File: config.mk
export PLATFORM = sky130hd
export DESIGN_NAME = tism_fold
export DESIGN_NICKNAME = d
export VERILOG_FILES = /design/src/hdl/assert_macros.svh /design/src/hdl/tism_pkg.sv /design/src/hdl/tism_fold.sv
export SDC_FILE = /design/constraint.sdc
export NUM_CORES = 1
export LEC_CHECK = 0
export BUFFER_PORTS_ARGS = -buffer_cell sky130_fd_sc_hd__buf_4
export CAP_MARGIN = 20
export CORE_AREA = 2 2 151 153
export DETAILED_ROUTE_END_ITERATION = 7
export DIE_AREA = 0 0 153 155
export PLACE_DENSITY = 0.57
export RECOVER_POWER = 100
export SETUP_SLACK_MARGIN = 0.15
export SKIP_LAST_GASP = 1
export SLEW_MARGIN = 0
export SYNTH_ARGS = -nofsm -noshare
export SYNTH_HDL_FRONTEND = slang
export SYNTH_SLANG_ARGS = --single-unit
File: constraint.sdc
create_clock -name vclk -period 10
set_input_delay 2 -clock vclk [all_inputs]
set_output_delay 2 -clock vclk [all_outputs]
set_load 0.02 [all_outputs]
File: src/hdl/assert_macros.svh
// assertion helpers used by tagged_interval_set_merge
`ifndef ASSERT_MACROS_SVH
`define ASSERT_MACROS_SVH

// property that must hold at every edge out of reset
`define TISM_ASSERT(lbl, prop, msg) \
  lbl: assert property (@(posedge clk_i) disable iff (!rst_ni) (prop)) else $error(msg);

// same-cycle implication
`define TISM_ASSERT_IMPL(lbl, ante, cons, msg) \
  lbl: assert property (@(posedge clk_i) disable iff (!rst_ni) (ante) |-> (cons)) \
    else $error(msg);

// next-cycle implication
`define TISM_ASSERT_NEXT(lbl, ante, cons, msg) \
  lbl: assert property (@(posedge clk_i) disable iff (!rst_ni) (ante) |=> (cons)) \
    else $error(msg);

`endif

File: src/hdl/tism_pkg.sv
package tism_pkg;

  localparam int unsigned TimeW   = 48;
  localparam int unsigned SchemaW = 16;
  localparam int unsigned HashW   = 32;
  localparam int unsigned OriginW = 8;
  localparam int unsigned TolW    = 32;
  // end plus tolerance with headroom so the sum never wraps
  localparam int unsigned ReachW  = TimeW + 2;

  localparam logic [1:0] OP_INSERT = 2'd0;
  localparam logic [1:0] OP_READ   = 2'd1;
  localparam logic [1:0] OP_CLEAR  = 2'd2;

  localparam logic [1:0] ST_OK   = 2'd0;
  localparam logic [1:0] ST_SPAN = 2'd1;
  localparam logic [1:0] ST_FULL = 2'd2;
  localparam logic [1:0] ST_IDX  = 2'd3;

  typedef struct packed {
    logic [TimeW-1:0]   span_start;
    logic [TimeW-1:0]   span_end;
    logic [SchemaW-1:0] schema;
    logic [HashW-1:0]   hash;
    logic [OriginW-1:0] origin;
  } entry_t;

  typedef struct packed {
    logic             hit;
    logic [TimeW-1:0] new_end;
  } fold_t;

endpackage

File: src/hdl/tism_fold.sv
module tism_fold (
  input  tism_pkg::entry_t           run_i,
  input  tism_pkg::entry_t           cand_i,
  input  logic [tism_pkg::TolW-1:0]  tol_i,
  output tism_pkg::fold_t            fold_o
);
  import tism_pkg::*;

  logic signed [ReachW-1:0] reach;
  logic signed [ReachW-1:0] cand_start;
  logic                     tags_eq;
  logic                     cand_longer;

  assign reach = $signed({{(ReachW-TimeW){run_i.span_end[TimeW-1]}}, run_i.span_end})
               + $signed({{(ReachW-TolW){1'b0}}, tol_i});
  assign cand_start = $signed({{(ReachW-TimeW){cand_i.span_start[TimeW-1]}},
                               cand_i.span_start});
  assign tags_eq = (run_i.schema == cand_i.schema) && (run_i.hash == cand_i.hash)
                && (run_i.origin == cand_i.origin);
  assign cand_longer = $signed(cand_i.span_end) > $signed(run_i.span_end);

  assign fold_o.hit     = tags_eq && (cand_start <= reach);
  assign fold_o.new_end = cand_longer ? cand_i.span_end : run_i.span_end;

endmodule

=== Word-level counts from Yosys, hierarchy flattened ===
Cells that the tools add are included.

* Bits in registers: 0
* Input bits: 336
* Output and inout bits: 49
* Logic and storage cells: 10

* Add/subtract/negate cells: 1
* Magnitude comparators: 2
* Eq/ne operators: 3
* Multiplexer cells: 1
* Reduce and logical (&&, ||, !) cells: 3

{| class="wikitable"
|+ Operators with widths
! cell !! number
|-
| adder 48 x 33 -> 49 bit || 1
|-
| <= comparator 48 x 49 -> 1 bit || 1
|-
| > comparator 48 bit || 1
|-
| two-way mux 48 bit || 1
|-
| equality test 32 bit || 1
|-
| equality test 16 bit || 1
|-
| equality test 8 bit || 1
|-
| logical AND 1 bit || 3
|}

=== Depth between registers and ports, before layout ===
* Depth in word-level cells: 4
* Gate-level depth with buffers: 19
* Gate-level depth less buffers: 19

=== Least setup slack after synthesis ===
Ideal clock, no wire load.

* Path type: input to output
* From: input port run_i[56] in the netlist's numbering
* To: output port fold_o[48] in the netlist's numbering
* Arrival time: 6.482 ns
* Data required time: 8.000 ns
* Path slack: 1.518 ns
* Stages on the path: 19
* Path through: ha_1 -> fa_1 -> a21o_1 -> a221oi_2 -> o21ai_1 -> a211o_1 -> o31a_1 -> o41ai_4 -> nor3_1 -> xnor2_1 -> ha_1 -> a21o_1 -> a21o_1 -> a21o_1 -> a21oi_1 -> nor2_1 -> a2111oi_0 -> o21ai_0 -> a31oi_1

{| class="wikitable"
|+ RTL lines
! item !! line !! text
|-
| start: declaration || tism_fold.sv:2 || <nowiki>input tism_pkg::entry_t run_i,</nowiki>
|-
| end: declaration || tism_fold.sv:5 || <nowiki>output tism_pkg::fold_t fold_o</nowiki>
|}

==> metrics.txt <==
Period minus WS final a little over 9 ns; Die Height ~160 µm; CP endpoint kind output pin; Detailed Place HPWL roughly 20000 µm; chip width around 150 µm; sequential area share after synthesis 0%; Remaining DRCs 0; Mapped Cells a little under 700; vias in the first global route roughly 6000; Critical Path AT 7.29 ns; drt pass-1 iters 5; Slew @ Worst Pin approximately 1.9 ns; average vias per placed instance 4.806; synthesized cell area between 5000 and 6000 µm²; PwrDens 61.66 nW/µm²; RSZ-0062 raised after global routing no; CP Class in -> out; CLK BUF 0; Port Buffers 337; Avg Cell Area, Syn roughly 7.7 µm²; Initial Utilization a little under a quarter; fillers roughly 2400; Leakage about 4.0 nW; YS warnings 0; crit-path max FO 8; gr usage total about 17%; fin. max-slew vios 15; via count 6330; GP Congestion approximately 0.89; fmax 0.1076 GHz; maximum vdd ir drop 0.03208 mV; first-pass GRT wire length 32670 µm; Area Overhead vs Synth 51.51%; layout net count roughly 1500; layout cells sized above 1 between 30% and 40%; status complete, but fails checks; initial antenna violation count 6; Avg WL per Cell 16.30 µm; Core ar. around 22000 µm²; Net Count, Synth 1159; Critical Path Most Common Cell buf_4; Min Hold Slack roughly 4.3 ns; Die Area approximately 24000 µm²; Top Ports 385; largest net degree at the start of global routing 36; worst hold path type in -> out; Worst path slowest cell or4_1; remaining antenna violation count 0; final wirelength ~21000 µm; sequential cell count 0; utilization after layout a little over a third; Tcrit/Tclk final 92.91%; sequential standard cell area 0 µm²; Slew HR -25.90%; critical path launch point type input pin; hold-fix buffers at CTS 0; Post-Route Setup TNS 0 ns; Yosys cell types 47; Rows between 50 and 60; failing checks max-capacitance violations, max-slew violations; max_cap viols 1; Required @ worst endpoint approximately 8.0 ns; First DRT Iteration DRCs about 230; worst-path cell chain buf_4 -> ha_1 -> fa_1 -> a21o_1 -> a221oi_2 -> o21ai_1 -> a211o_1 -> o31a_1 -> o41ai_4 -> buf_4 -> nor3_1 -> xnor2_1 -> ha_1 -> nand4_1 -> or4_1 -> nor4_1 -> buf_4 -> nand4_1 -> a31oi_1 -> buf_4; hold path depth 3; critical path's largest stage delay 0.59 ns; Final Setup Violations 0; Multi-input gate area a little over 5000 µm²; Fin. Hold Viols 0; Critical path origin run_i[56]; gr ovfl total 0; Critical Path End fold_o[48]
-- critical path: cells and delay by family --
family,cells,cell delay [ns]
buffers and inverters,4,0.72
adder cells (fa/ha/maj),3,0.94
XOR/XNOR,1,0.16
AND/OR/NAND/NOR,5,1.40
AO/OA/AOI/OAI,7,2.07
-- cell type report --
type | instances | area share (%)
multi-input combinational | 627 | 62.89
timing repair buffer | 344 | 29.92
tap | 285 | 4.417
inverter | 57 | 2.650
antenna | 4 | 0.1240
-- routing by layer --
metal / track usage, % / part of all wire [%] / wire (µm)
met3: 3.203 / 7.5 / 1599
met2: 27.55 / 44 / 9481
met5: 0 / 0.056 / 12
met1: 23.82 / 47 / 10070
met4: 1.940 / 1.4 / 301
-- synthesized netlist by cell type, types with 2 or more instances --
library cell	count	area share, %
ha_1	129	30
clkbuf_1	4	0.28
o31ai_1	3	0.42
buf_2	3	0.28
xor2_1	18	3.0
a21o_1	36	5.1
o21bai_1	3	0.42
a211o_1	2	0.33
nand4_1	38	4.5
a21boi_0	2	0.28
o21a_1	5	0.70
or4_1	2	0.28
nand3_1	19	1.8
nor2b_1	10	1.2
a21oi_1	60	5.6
nor3_1	18	1.7
nor4_1	10	1.2
xnor2_1	83	14
or3_1	2	0.23
buf_1	2	0.14
o211ai_1	7	0.99
o21ai_0	24	2.3
nor2_1	24	1.7
mux2_2	48	10
and3_1	8	0.94
a31oi_1	6	0.70
a221oi_1	6	0.99
o21ai_1	2	0.19
nand2_1	40	2.8
a211oi_1	5	0.70
a2111oi_0	2	0.33
inv_1	57	4.0
-- cell families (layout without fill, tap and decap cells) --
kind of cell	count (synthesis)	in the layout	synth area share, %
buffers and inverters	66	401	4.719
adder cells (fa/ha/maj)	130	130	30.66
other	0	4	0
XOR/XNOR	101	101	16.60
AO/OA/AOI/OAI	169	169	20.47
AND/OR/NAND/NOR	179	179	17.40
multiplexers	48	48	10.14
-- layout by cell type (no fill, tap or decap), types with 6 or more instances in the layout --
cell type / instances
nor2b_1: 10
nand3_1: 19
nand4_1: 38
o211ai_1: 7
a221oi_1: 6
a21oi_1: 60
buf_4: 299
clkbuf_1: 43
nor4_1: 10
nor3_1: 18
nand2_1: 40
mux2_2: 46
o21ai_0: 25
xnor2_1: 83
inv_1: 57
a31oi_1: 6
xor2_1: 18
a21o_1: 36
nor2_1: 24
ha_1: 129
and3_1: 8
-- stage by stage --
stage / power, mW / setup WS (ns) / area, µm² / instances
after floorplan: 0.3042 / 1.518 / 5329 / 693
after global placement: 0.5146 / 0.3137 / 8219 / 1310
after detailed placement: 0.5185 / 0.2554 / 8219 / 1310
after CTS: 0.5208 / 0.2574 / 8219 / 1310
after global routing: 0.5527 / 0.2330 / 8069 / 1315
final: 0.4978 / 0.7088 / 8074 / 1317
-- how the worst min path moves through the flow --
stage	endpoint	startpoint	slack (ns)
floorplan	fold_o[0]	cand_i[56]	4.19
global placement	fold_o[32]	run_i[88]	4.34
detailed placement	fold_o[26]	cand_i[82]	4.34
CTS	fold_o[31]	cand_i[87]	4.34
global route	fold_o[37]	cand_i[93]	4.36
finish	fold_o[37]	cand_i[93]	4.33
-- what timing repair did --
item                                    in CTS  in global routing
buffers inserted                             0                  3
endpoints found under the setup margin       0                  1
resized for setup                            0                  0
-- report_power, final --
group	internal (mW)	total [mW]	leakage (nW)	switching, mW
clock	0.0000000535	0.0000000536	0.0000254	0
combinational	0.245	0.498	4.02	0.253
sequential	0	0	0	0
Note: power is estimated with default switching activity, not from simulation.
